==> config.mk <==
export PLATFORM = sky130hd
export DESIGN_NAME = fraction_reducer_core_flat
export DESIGN_NICKNAME = d
export VERILOG_FILES = /design/src/frr_pkg.sv /design/src/frr_if.sv /design/src/fraction_reducer_core.sv /design/src/frr_engine.sv /design/src/flat_wrapper.sv
export SDC_FILE = /design/constraint.sdc
export NUM_CORES = 1
export LEC_CHECK = 0
export ABC_AREA = 1
export BUFFER_PORTS_ARGS = -buffer_cell sky130_fd_sc_hd__buf_2
export CORE_MARGIN = 8
export CORE_UTILIZATION = 45
export CTS_BUF_LIST = sky130_fd_sc_hd__clkbuf_2 sky130_fd_sc_hd__clkbuf_4 sky130_fd_sc_hd__clkbuf_8
export DETAILED_ROUTE_END_ITERATION = 6
export GPL_TIMING_DRIVEN = 0
export SETUP_SLACK_MARGIN = 0.05
export SLEW_MARGIN = 20
export SYNTH_ARGS = -nofsm -noshare
export SYNTH_HDL_FRONTEND = slang
export SYNTH_HIERARCHICAL = 1
export SYNTH_SLANG_ARGS = --single-unit
==> constraint.sdc <==
create_clock -name clk_i -period 9.5 [get_ports clk_i]
set_input_delay 1.425 -clock clk_i [delete_from_list [all_inputs] [get_ports clk_i]]
set_output_delay 1.425 -clock clk_i [all_outputs]
set_load 0.05 [all_outputs]
==> src/frr_pkg.sv <==
// Shared types of the fraction reducer: sequencer states and engine status.
`default_nettype none

package frr_pkg;

  // Sequencer states of the reduction engine, one-hot
  typedef enum logic [4:0] {
    S_IDLE = 5'b00001,
    S_GCD  = 5'b00010,
    S_DIVN = 5'b00100,
    S_DIVD = 5'b01000,
    S_DONE = 5'b10000
  } frr_state_e;

  // Engine status seen by the top level
  typedef struct packed {
    logic idle;  // ready to take a new pair of magnitudes
    logic done;  // quotients are valid and held until acknowledged
  } frr_status_t;

endpackage

`default_nettype wire

==> src/frr_if.sv <==
// Valid/ready stream interfaces for the fraction reducer input and result items.
`default_nettype none

interface frr_in_if #(
  parameter int DATA_WIDTH = 32
);
  logic                         valid;
  logic                         ready;
  logic signed [DATA_WIDTH-1:0] numerator;
  logic signed [DATA_WIDTH-1:0] denominator;

  modport source (output valid, numerator, denominator, input ready);
  modport sink   (input valid, numerator, denominator, output ready);
endinterface

interface frr_out_if #(
  parameter int DATA_WIDTH = 32
);
  logic                         valid;
  logic                         ready;
  logic signed [DATA_WIDTH-1:0] reduced_numerator;
  logic        [DATA_WIDTH-2:0] reduced_denominator;

  modport source (output valid, reduced_numerator, reduced_denominator, input ready);
  modport sink   (input valid, reduced_numerator, reduced_denominator, output ready);
endinterface

`default_nettype wire

==> src/fraction_reducer_core.sv <==
// Fraction reducer top level: sign handling, engine control and output register.
// When either value is zero, the pair goes from idle straight to done and then into the
// output register; otherwise the engine runs a binary GCD, then two restoring divisions
// (numerator, then denominator), then the move into the output register, all on one shared subtractor.
// Throughput: one item at a time; the next item is taken the cycle after the result
// enters the output register, later while a stalled output holds the engine done.
// Reset (rst_ni, async, active low) clears the sequencer and the output valid flag.
`default_nettype none

module fraction_reducer_core #(
  parameter int DATA_WIDTH = 32
) (
  input  wire logic clk_i,
  input  wire logic rst_ni,
  frr_in_if.sink    in_i,
  frr_out_if.source out_o
);
  import frr_pkg::*;

  localparam int MAG_WIDTH = DATA_WIDTH - 1;

  frr_status_t          status;
  logic                 start;
  logic                 load;
  logic [MAG_WIDTH-1:0] num_mag, den_mag;
  logic [MAG_WIDTH-1:0] qn, qd;
  logic                 neg_q;
  logic                 out_valid_q, out_valid_d;
  logic [DATA_WIDTH-1:0] rnum_q, rnum_d;
  logic [MAG_WIDTH-1:0]  rden_q;
  logic [DATA_WIDTH-1:0] qn_ext;

  // Magnitude of a signed value, most negative value saturated
  function automatic logic [MAG_WIDTH-1:0] mag_of(input logic [DATA_WIDTH-1:0] raw);
    logic [DATA_WIDTH-1:0] negated;
    negated = ~raw + DATA_WIDTH'(1);
    if (!raw[DATA_WIDTH-1]) begin
      return raw[MAG_WIDTH-1:0];
    end else if (negated[DATA_WIDTH-1]) begin
      return '1;
    end else begin
      return negated[MAG_WIDTH-1:0];
    end
  endfunction

  assign num_mag    = mag_of(in_i.numerator);
  assign den_mag    = mag_of(in_i.denominator);
  assign in_i.ready = status.idle;
  assign start      = in_i.valid & in_i.ready;

  frr_engine #(
    .MAG_WIDTH(MAG_WIDTH)
  ) u_engine (
    .clk_i   (clk_i),
    .rst_ni  (rst_ni),
    .start_i (start),
    .num_i   (num_mag),
    .den_i   (den_mag),
    .ack_i   (load),
    .status_o(status),
    .qn_o    (qn),
    .qd_o    (qd)
  );

  // Latch the result sign at accept
  always_ff @(posedge clk_i) begin
    if (start) begin
      neg_q <= in_i.numerator[DATA_WIDTH-1] ^ in_i.denominator[DATA_WIDTH-1];
    end
  end

  // Move a finished result into the output register when it is free
  always_comb begin
    load        = status.done & (~out_valid_q | out_o.ready);
    qn_ext      = {1'b0, qn};
    rnum_d      = neg_q ? (~qn_ext + DATA_WIDTH'(1)) : qn_ext;
    out_valid_d = out_valid_q;
    if (load) begin
      out_valid_d = 1'b1;
    end else if (out_o.ready) begin
      out_valid_d = 1'b0;
    end
  end

  always_ff @(posedge clk_i or negedge rst_ni) begin
    if (!rst_ni) begin
      out_valid_q <= 1'b0;
    end else begin
      out_valid_q <= out_valid_d;
    end
  end

  always_ff @(posedge clk_i) begin
    if (load) begin
      rnum_q <= rnum_d;
      rden_q <= qd;
    end
  end

  assign out_o.valid               = out_valid_q;
  assign out_o.reduced_numerator   = $signed(rnum_q);
  assign out_o.reduced_denominator = rden_q;

endmodule

`default_nettype wire

==> src/frr_engine.sv <==
// Reduction engine: binary GCD and two restoring divisions on one shared subtractor.
`default_nettype none

module frr_engine #(
  parameter int MAG_WIDTH = 31
) (
  input  wire logic                 clk_i,
  input  wire logic                 rst_ni,
  input  wire logic                 start_i,
  input  wire logic [MAG_WIDTH-1:0] num_i,
  input  wire logic [MAG_WIDTH-1:0] den_i,
  input  wire logic                 ack_i,
  output frr_pkg::frr_status_t      status_o,
  output logic      [MAG_WIDTH-1:0] qn_o,
  output logic      [MAG_WIDTH-1:0] qd_o
);
  import frr_pkg::*;

  localparam int KW = (MAG_WIDTH > 1) ? $clog2(MAG_WIDTH) : 1;
  localparam logic [KW-1:0] CNT_LAST = KW'(MAG_WIDTH - 1);

  frr_state_e state_q, state_d;

  logic [MAG_WIDTH-1:0] a_q, a_d, b_q, b_d;
  logic [MAG_WIDTH-1:0] num_q, num_d, den_q, den_d;
  logic [MAG_WIDTH-1:0] g_q, g_d;
  logic [MAG_WIDTH-1:0] rem_q, rem_d, quo_q, quo_d;
  logic [MAG_WIDTH-1:0] qn_q, qn_d, qd_q, qd_d;
  logic [KW-1:0]        k_q, k_d, cnt_q, cnt_d;

  logic                 a_gt;
  logic [MAG_WIDTH:0]   sub_x, sub_y, diff;
  logic                 fits;
  logic [MAG_WIDTH-1:0] div_rem;
  logic [MAG_WIDTH-1:0] div_quo;

  // Shared subtractor: larger minus smaller in GCD, trial subtract in division
  always_comb begin
    a_gt = (a_q > b_q);
    if (state_q == S_GCD) begin
      sub_x = {1'b0, (a_gt ? a_q : b_q)};
      sub_y = {1'b0, (a_gt ? b_q : a_q)};
    end else begin
      sub_x = {rem_q, quo_q[MAG_WIDTH-1]};
      sub_y = {1'b0, g_q};
    end
    diff    = sub_x - sub_y;
    fits    = ~diff[MAG_WIDTH];
    div_rem = fits ? diff[MAG_WIDTH-1:0] : sub_x[MAG_WIDTH-1:0];
    div_quo = {quo_q[MAG_WIDTH-2:0], fits};
  end

  // Sequencer
  always_comb begin
    state_d = state_q;
    a_d     = a_q;
    b_d     = b_q;
    num_d   = num_q;
    den_d   = den_q;
    g_d     = g_q;
    rem_d   = rem_q;
    quo_d   = quo_q;
    qn_d    = qn_q;
    qd_d    = qd_q;
    k_d     = k_q;
    cnt_d   = cnt_q;

    case (state_q)
      S_IDLE: begin
        if (start_i) begin
          if (num_i == '0 || den_i == '0) begin
            // pass zero pairs through untouched
            qn_d    = num_i;
            qd_d    = den_i;
            state_d = S_DONE;
          end else begin
            a_d     = num_i;
            b_d     = den_i;
            num_d   = num_i;
            den_d   = den_i;
            k_d     = '0;
            state_d = S_GCD;
          end
        end
      end

      S_GCD: begin
        if (!a_q[0] && !b_q[0]) begin
          // strip a common factor of two
          a_d = a_q >> 1;
          b_d = b_q >> 1;
          k_d = k_q + KW'(1);
        end else if (!a_q[0]) begin
          a_d = a_q >> 1;
        end else if (!b_q[0]) begin
          b_d = b_q >> 1;
        end else if (a_q == b_q) begin
          // divisor found; start dividing the numerator
          g_d     = a_q << k_q;
          rem_d   = '0;
          quo_d   = num_q;
          cnt_d   = '0;
          state_d = S_DIVN;
        end else if (a_gt) begin
          a_d = diff[MAG_WIDTH:1];
        end else begin
          b_d = diff[MAG_WIDTH:1];
        end
      end

      S_DIVN: begin
        rem_d = div_rem;
        quo_d = div_quo;
        cnt_d = cnt_q + KW'(1);
        if (cnt_q == CNT_LAST) begin
          qn_d    = div_quo;
          rem_d   = '0;
          quo_d   = den_q;
          cnt_d   = '0;
          state_d = S_DIVD;
        end
      end

      S_DIVD: begin
        rem_d = div_rem;
        quo_d = div_quo;
        cnt_d = cnt_q + KW'(1);
        if (cnt_q == CNT_LAST) begin
          qd_d    = div_quo;
          state_d = S_DONE;
        end
      end

      S_DONE: begin
        if (ack_i) begin
          state_d = S_IDLE;
        end
      end

      default: begin
        state_d = S_IDLE;
      end
    endcase
  end

  // Hold state; only the sequencer state needs reset
  always_ff @(posedge clk_i or negedge rst_ni) begin
    if (!rst_ni) begin
      state_q <= S_IDLE;
    end else begin
      state_q <= state_d;
    end
  end

  always_ff @(posedge clk_i) begin
    a_q   <= a_d;
    b_q   <= b_d;
    num_q <= num_d;
    den_q <= den_d;
    g_q   <= g_d;
    rem_q <= rem_d;
    quo_q <= quo_d;
    qn_q  <= qn_d;
    qd_q  <= qd_d;
    k_q   <= k_d;
    cnt_q <= cnt_d;
  end

  assign status_o.idle = (state_q == S_IDLE);
  assign status_o.done = (state_q == S_DONE);
  assign qn_o          = qn_q;
  assign qd_o          = qd_q;

`ifndef NO_ASSERTIONS
  // GCD operands never reach zero once both inputs are nonzero
  a_gcd_nonzero: assert property (@(posedge clk_i) disable iff (!rst_ni)
    state_q == S_GCD |-> (a_q != '0 && b_q != '0))
    else $error("GCD operand reached zero");

  // Partial remainder stays below the divisor during division
  a_rem_bound: assert property (@(posedge clk_i) disable iff (!rst_ni)
    (state_q == S_DIVN || state_q == S_DIVD) |-> rem_q < g_q)
    else $error("division remainder out of range");

  // Finished quotients hold until acknowledged
  a_done_hold: assert property (@(posedge clk_i) disable iff (!rst_ni)
    (state_q == S_DONE && !ack_i) |=>
      (state_q == S_DONE && $stable(qn_q) && $stable(qd_q)))
    else $error("result lost before acknowledge");
`endif

endmodule

`default_nettype wire
==> src/flat_wrapper.sv <==
// flat-port wrapper written by rule: the top's interface ports become plain ports
module fraction_reducer_core_flat import frr_pkg::*;
#(
  parameter int DATA_WIDTH = 32
)
  (clk_i, rst_ni, in_i_valid, in_i_numerator, in_i_denominator, in_i_ready, out_o_valid, out_o_reduced_numerator, out_o_reduced_denominator, out_o_ready);
  frr_in_if #(.DATA_WIDTH(DATA_WIDTH)) in_i_i ();
  frr_out_if #(.DATA_WIDTH(DATA_WIDTH)) out_o_i ();
  input  wire logic clk_i;
  input  wire logic rst_ni;
  input wire logic [$bits(in_i_i.valid)-1:0] in_i_valid;
  input wire logic [$bits(in_i_i.numerator)-1:0] in_i_numerator;
  input wire logic [$bits(in_i_i.denominator)-1:0] in_i_denominator;
  output wire logic [$bits(in_i_i.ready)-1:0] in_i_ready;
  output wire logic [$bits(out_o_i.valid)-1:0] out_o_valid;
  output wire logic [$bits(out_o_i.reduced_numerator)-1:0] out_o_reduced_numerator;
  output wire logic [$bits(out_o_i.reduced_denominator)-1:0] out_o_reduced_denominator;
  input wire logic [$bits(out_o_i.ready)-1:0] out_o_ready;
  assign in_i_i.valid = in_i_valid;
  assign in_i_i.numerator = in_i_numerator;
  assign in_i_i.denominator = in_i_denominator;
  assign in_i_ready = in_i_i.ready;
  assign out_o_valid = out_o_i.valid;
  assign out_o_reduced_numerator = out_o_i.reduced_numerator;
  assign out_o_reduced_denominator = out_o_i.reduced_denominator;
  assign out_o_i.ready = out_o_ready;
  fraction_reducer_core #(.DATA_WIDTH(DATA_WIDTH)) u_core (.clk_i(clk_i), .rst_ni(rst_ni), .in_i(in_i_i), .out_o(out_o_i));
endmodule
==> impl_metrics.csv, run 1 <==
group,metric,value,unit
pwr,power_per_cell_area,278,nW/um^2
route,via_per_inst,5.86,
critical_path,path_max_fanout,10,
placed_design,globalplace.congestion,1.13,
layout,most_common_library_cell_in_the_layout_ignoring_fill_and_taps,"nand2_1",
floorplanning,row_count,86,
floorplanning,die_y,251,um
cts,clock-root-buffer,"clkbuf_8",
pwr,worst_supply_voltage_drop_on_vdd,0.140,mV
critical_path,worst-setup-path-type,"flop to flop",
route,dr.first_iter.drc_count,3478,
floorplanning,die_w,251,um
grt,grt_max_degree,31,
logic_synthesis,mapped_nets,3356,
logic_synthesis,synth_enable_flop_cells,353,
placed_design,buffer_ports.inserted,131,
sta,slew_headroom,27.6,%
pwr,total_power,7.77,mW
logic_synthesis,synthArstFlopShare,1.67,%
sta,final.setup.worst_slack,2710,ps
route,drt_first_pass_iters,7,
sta,slew_violations,0,
logic_synthesis,avgSynthCellArea,7.71,sq um
floorplanning,placeableCoreArea,54800,sq um
cts,clkLatencyLatePin,670,ps
sta,final_min_period_over_clock_period,71.5,%
hold_path,hold_path_class,"flop to flop",
sta,worst_pin_slew,1080,ps
cts,max-clock-path-buffers,3,
route,detail_route.wirelength,105000,um
sta,fin_tns_setup,0,ps
cts,postCtsSetupBuffers,0,
cts,cts_tree,"built",
sta,fin_crit,6790,ps
layout,non_filler_instances,4193,
sta,fmaxAchievable,147,MHz
layout,share_of_post_route_cells_with_drive_strength_above_1,13.6,%
route,route.detailed.drc,0,
route,dr_total_vias,24600,
run_status,status,"finished clean",
critical_path,critical_path.endpoint_type,"flop",
critical_path,crit_required,9920,ps
logic_synthesis,synth_cell_type_count,57,
floorplanning,die_area,62900,sq um
cts,tritoncts_num_sinks,359,
grt,grt_pass1_vias,22800,
grt,antenna_violations_before_repair,8,
sta,setup-violations-final,0,
floorplanning,ioPinCount,133,
placed_design,preCtsSetupSlack,3300,ps
logic_synthesis,synth_cells,3218,
layout,final_net_count,3574,
route,postRouteAntennaNets,0,
logic_synthesis,yosys_warnings,6,
cts,cts_inserted_buffers,66,
cts,postCtsResizedCells,0,
placed_design,placedCellCount,4072,
cts,cts_hold_buf,0,
critical_path,timing.critical_path.arrival,7210,ps
grt,global_route.usage.total,32.1,%
logic_synthesis,synth.yosys.seq_area_share,43.3,%
layout,layout_common_cells,"857 x nand2_1, 363 x inv_1, 353 x edfxtp_1",
logic_synthesis,synth-seq-cells,359,
floorplanning,start_util,45.3,%
logic_synthesis,synth_flop_cell,"edfxtp_1",
critical_path,start_kind,"flop",
layout,syn2layout_area_growth,12.9,%
grt,grt_overflow,0,
route,routedWlPerCell,25.0,um
placed_design,hpwl,84500,um
flow_run,maxCapViolCount,0,
pwr,power.leakage,12.2,nW
cts,htreeDepth,3,
sta,count_of_endpoints_failing_hold_in_the_final_timing_report,0,
sta,grt_setup_unrepaired,"no",
grt,grt_pass1_wl,151000,um
sta,finClkSkew,57.2,ps
cts,clkTransAtPathRegs,80,ps
logic_synthesis,synthesis.area,24800,sq um
## routing by layer
metal	GRT usage [%]	wire length, um	vias up
met5	0	37	-
met4	11.1	3960	6
met3	9.51	13300	236
met2	46.6	43200	1498
met1	45.2	44200	11600
li1	-	-	11200
## critical path, cell delays in order (launching register included)
cell	delay (ps)
edfxtp_1	620
ha_1	430
nand3_2	190
nor3_1	810
nand4_2	300
nand2_4	190
buf_2	250
buf_1	460
buf_1	550
o211ai_1	180
o21ai_0	210
inv_1	90
ha_1	390
a21oi_1	290
inv_1	70
nand3_1	90
nand2_1	80
nand3b_1	380
nand2_1	170
nand3_1	80
nand2_1	290
nand2_1	90
a21oi_1	360
## state kept, by name, indices dropped and copies added, names as in the netlist, 5 cells and up
signal / count
u_core/u_engine/den_q: 31
u_core/u_engine/a_q: 31
u_core/u_engine/k_q: 5
u_core/u_engine/qn_o: 31
u_core/u_engine/rem_q: 31
u_core/u_engine/b_q: 31
u_core/out_o.reduced_numerator: 32
u_core/u_engine/qd_o: 31
u_core/out_o.reduced_denominator: 31
u_core/u_engine/quo_q: 31
u_core/u_engine/state_q: 5
u_core/u_engine/num_q: 31
u_core/u_engine/cnt_q: 5
u_core/u_engine/g_q: 31
## layout make-up
class	count	area, sq um
Inverter	379	1420
Timing Repair Buffer	150	926
Clock buffer	87	1070
Antenna cell	3	7.51
Multi-Input combinational cell	2342	12000
Sequential cell	359	10800
Fill cell	5347	26800
Clock inverter	31	258
Tap cell	704	881
Buffer	138	682
## power breakdown
part           switching [mW]  internal [mW]
combinational            2.64          0.959
clock                   0.707          0.825
sequential              0.320           2.32
total                    3.67           4.11
## cell usage after synthesis, types with 14 or more instances
cell	n	area [sq um]
nor3_1	20	100
inv_2	14	52.6
clkbuf_1	96	360
ha_1	69	863
edfxtp_1	353	10600
nand3_2	59	591
buf_2	14	70.1
nand2_1	857	3220
o211ai_1	57	428
nand4_1	36	225
a22oi_1	21	158
o21ai_0	298	1490
nand2_2	19	119
buf_6	18	203
or2_2	33	206
nand3_1	227	1140
a21oi_1	166	831
inv_1	364	1370
nor2_2	19	119
xor2_1	34	298
nor2_1	312	1170
## per-stage QoR
stage / hold WS, ps / util, % / area [sq um]
after floorplan: 400 / - / 24800
after global placement: 405 / 48.1 / 26300
after detailed placement: 405 / 48.7 / 26700
after CTS: 395 / 51.1 / 28000
after global routing: 408 / 51.1 / 28000
final: 395 / 51.1 / 28000
## final timing paths
| check | end | slack [ps] | startpoint | cells past startpoint |
|---|---|---|---|---|
| setup / recovery | u_core/u_engine/a_q[17]$_DFFE_PP_ | 2710 | u_core/u_engine/a_q[28]$_DFFE_PP_ | 22 |
| hold / removal | u_core/out_o.reduced_denominator[10]$_DFFE_PP_ | 390 | u_core/u_engine/qd_o[10]$_DFFE_PP_ | 0 |
| setup reg to reg | u_core/u_engine/a_q[17]$_DFFE_PP_ | 2710 | u_core/u_engine/a_q[28]$_DFFE_PP_ | 22 |
| hold reg to reg | u_core/out_o.reduced_denominator[10]$_DFFE_PP_ | 390 | u_core/u_engine/qd_o[10]$_DFFE_PP_ | 0 |
| max in group asynchronous | u_core/u_engine/state_q[0]$_DFFE_PN1P_ | 8690 | rst_ni | 1 |
| min in group asynchronous | u_core/out_o.valid$_DFFE_PN0P_ | 580 | rst_ni | 1 |
## cell families after synthesis
family | share of synthesized area, %
AOI/OAI and AO/OA | 12.9
xor gates and xnor gates | 1.55
adders and majority gates | 3.56
buffers and inverters | 8.48
DFF | 43.3
muxes | 0.484
and+or+nand+nor | 29.7
(Power assumes the default switching activity.)
==> inputs of run 2 (changes only) <==
clock period = 6.6 ns   (was 9.5 ns; I/O delays follow)
==> run 2 against run 1 <==
Power rose by 47%. Sequential share of layout area down 0.20 points. Sequential power increased by 42%. Critical path depth increased by 2. Clock-buffer cell count down 4. Final cell count is essentially flat. Clock power rose by 60%. Combinational power rose by 45%. Largest power group unchanged.
==> impl_metrics.csv, run 2 (synthesis results as in run 1) <==
group,metric,value,unit
run_status,status,"finished clean",
route,detail_route.wirelength,102000,um
cts,tritoncts_num_sinks,359,
grt,grt_max_degree,31,
route,dr.first_iter.drc_count,3107,
sta,fmaxAchievable,157,MHz
grt,grt_overflow,0,
layout,non_filler_instances,4190,
flow_run,maxCapViolCount,0,
floorplanning,row_count,86,
placed_design,buffer_ports.inserted,131,
sta,slew_headroom,22.7,%
placed_design,hpwl,83200,um
route,route.detailed.drc,0,
sta,grt_setup_unrepaired,"yes",
critical_path,crit_required,7000,ps
route,via_per_inst,5.84,
grt,global_route.usage.total,31.5,%
cts,cts_inserted_buffers,67,
grt,antenna_violations_before_repair,6,
pwr,switching_share,46.3,%
sta,finClkSkew,43.1,ps
pwr,worst_supply_voltage_drop_on_vdd,0.197,mV
cts,max-clock-path-buffers,3,
floorplanning,die_w,251,um
critical_path,critical_path.endpoint_type,"flop",
cts,clkTransAtPathRegs,70,ps
layout,layout.cell_area.non_filler,28200,sq um
critical_path,path_max_fanout,10,
cts,postCtsSetupBuffers,0,
hold_path,hold_path_class,"primary input to asynchronous set/reset pin",
layout,fillerInstances,5393,
route,dr_total_vias,24500,
pwr,share_seq_of_total_power,32.8,%
pwr,internal_power,6.13,mW
sta,fin_hold_ws,159,ps
pwr,clkPwrFrac,21.5,%
pwr,power_per_cell_area,405,nW/um^2
sta,slew_violations,0,
grt,grt_pass1_vias,22700,
critical_path,timing.critical_path.arrival,6770,ps
floorplanning,die_area,62900,sq um
route,drt_first_pass_iters,6,
grt,grt_pass1_wl,148000,um
floorplanning,ioPinCount,133,
layout,most_common_library_cell_in_the_layout_ignoring_fill_and_taps,"nand2_1",
sta,final_min_period_over_clock_period,96.5,%
layout,multi_input_comb_area,12000,sq um
critical_path,reg2reg_depth,24,
sta,setup-violations-final,0,
sta,worst_pin_slew,1150,ps
floorplanning,start_util,45.3,%
pwr,power.leakage,12.3,nW
route,routedWlPerCell,24.4,um
cts,clkLatencyLatePin,660,ps
placed_design,placed_cell_area,26700,sq um
sta,fin_tns_setup,0,ps
pwr,net-switching-power,5.28,mW
critical_path,worst-setup-path-type,"flop to flop",
layout,register_area,10800,sq um
layout,final_net_count,3570,
cts,cts_tree,"built",
layout,largest_register_ffs,32,
route,postRouteAntennaNets,0,
cts,clock-root-buffer,"clkbuf_8",
layout,share_of_post_route_cells_with_drive_strength_above_1,13.5,%
critical_path,start_kind,"flop",
placed_design,globalplace.congestion,1.06,
layout,layout_common_cells,"857 x nand2_1, 363 x inv_1, 353 x edfxtp_1",
floorplanning,placeableCoreArea,54800,sq um
placed_design,placedCellCount,4067,
pwr,comb_power_share,45.8,%
cts,htreeDepth,3,
floorplanning,die_y,251,um
sta,fin_crit,6370,ps
layout,syn2layout_area_growth,13.5,%
sta,count_of_endpoints_failing_hold_in_the_final_timing_report,0,
## run 2: cell types whose count changed in the layout (fill, tap and decap cells not counted), moves of 3 or more
cell | previous run | this run
bufinv_16 | 3 | 9
clkinvlp_4 | 1 | 5
clkinv_1 | 12 | 15
clkinv_2 | 11 | 4
buf_4 | 11 | 3
clkbuf_4 | 21 | 16
## run 2: stage by stage
step | utilization (%) | worst slack, ps | power [mW]
after floorplan | - | 1060 | 6.90
after global placement | 48.1 | -1630 | 8.69
after detailed placement | 48.7 | 448 | 8.81
after CTS | 51.4 | 431 | 11.3
after global routing | 51.4 | 49.8 | 12.0
final | 51.4 | 233 | 11.4
## run 2: worst max-delay path, stage by stage (launching register included)
cell and delay (ps):
edfxtp_1 550, ha_1 530, nand2_1 80, inv_1 60, nand3_1 80, nor3_2 340
nand4_2 220, nand2_4 170, buf_2 230, clkbuf_1 600, clkbuf_1 650, o21ai_0 250
a2bb2oi_1 210, ha_1 420, a21oi_1 230, nor2_1 60, o21ai_0 180, nand2_1 130
a21oi_4 200, nand3_2 260, nand2_4 200, buf_6 200, nand2_1 80, nand2_1 80
nand2_1 60
## run 2: worst paths after layout
check / start / to / slack [ps]
worst max-delay path: u_core/u_engine/a_q[15]$_DFFE_PP_ / u_core/u_engine/quo_q[0]$_DFFE_PP_ / 230
min in group clk_i: u_core/u_engine/qd_o[15]$_DFFE_PP_ / u_core/out_o.reduced_denominator[15]$_DFFE_PP_ / 410
max in group asynchronous: rst_ni / u_core/u_engine/state_q[0]$_DFFE_PN1P_ / 6220
worst max register to register: u_core/u_engine/a_q[15]$_DFFE_PP_ / u_core/u_engine/quo_q[0]$_DFFE_PP_ / 230
worst min register to register: u_core/u_engine/qd_o[15]$_DFFE_PP_ / u_core/out_o.reduced_denominator[15]$_DFFE_PP_ / 410
worst min-delay path: rst_ni / u_core/u_engine/state_q[1]$_DFFE_PN0P_ / 160
## run 2: power by group through the flow
stage	Clock, mW	Combinational, mW	Sequential (mW)
5_1_grt	2.58	5.61	3.78
4_1_cts	2.48	5.07	3.73
3_5_place_dp	0	5.04	3.77
2_1_floorplan	0	2.98	3.92
6_report	2.45	5.22	3.74
3_3_place_gp	0	4.86	3.83
## run 2: what timing repair did
item	CTS	global route
hold buffers	0	0
endpoints found under the hold margin	0	0
gates resized for setup	0	4
setup endpoints to repair	0	28
## run 2: final cells by class
class | count | area share, %
multi-input combinational | 2342 | 42.7
sequential | 359 | 38.2
buffer | 138 | 2.43
clock buffer | 83 | 3.70
inverter | 379 | 5.05
antenna | 4 | 0.0355
tap | 704 | 3.13
timing repair buffer | 145 | 3.22
clock inverter | 36 | 1.53
## run 2: layer usage
| metal | track usage (%) | vias up | part of all wire [%] |
|---|---|---|---|
| met5 | 0 | - | 0 |
| met4 | 11.5 | 0 | 3.5 |
| met3 | 7.02 | 183 | 11 |
| met2 | 45.4 | 1416 | 41 |
| met1 | 45.9 | 11600 | 44 |
| li1 | - | 11200 | - |
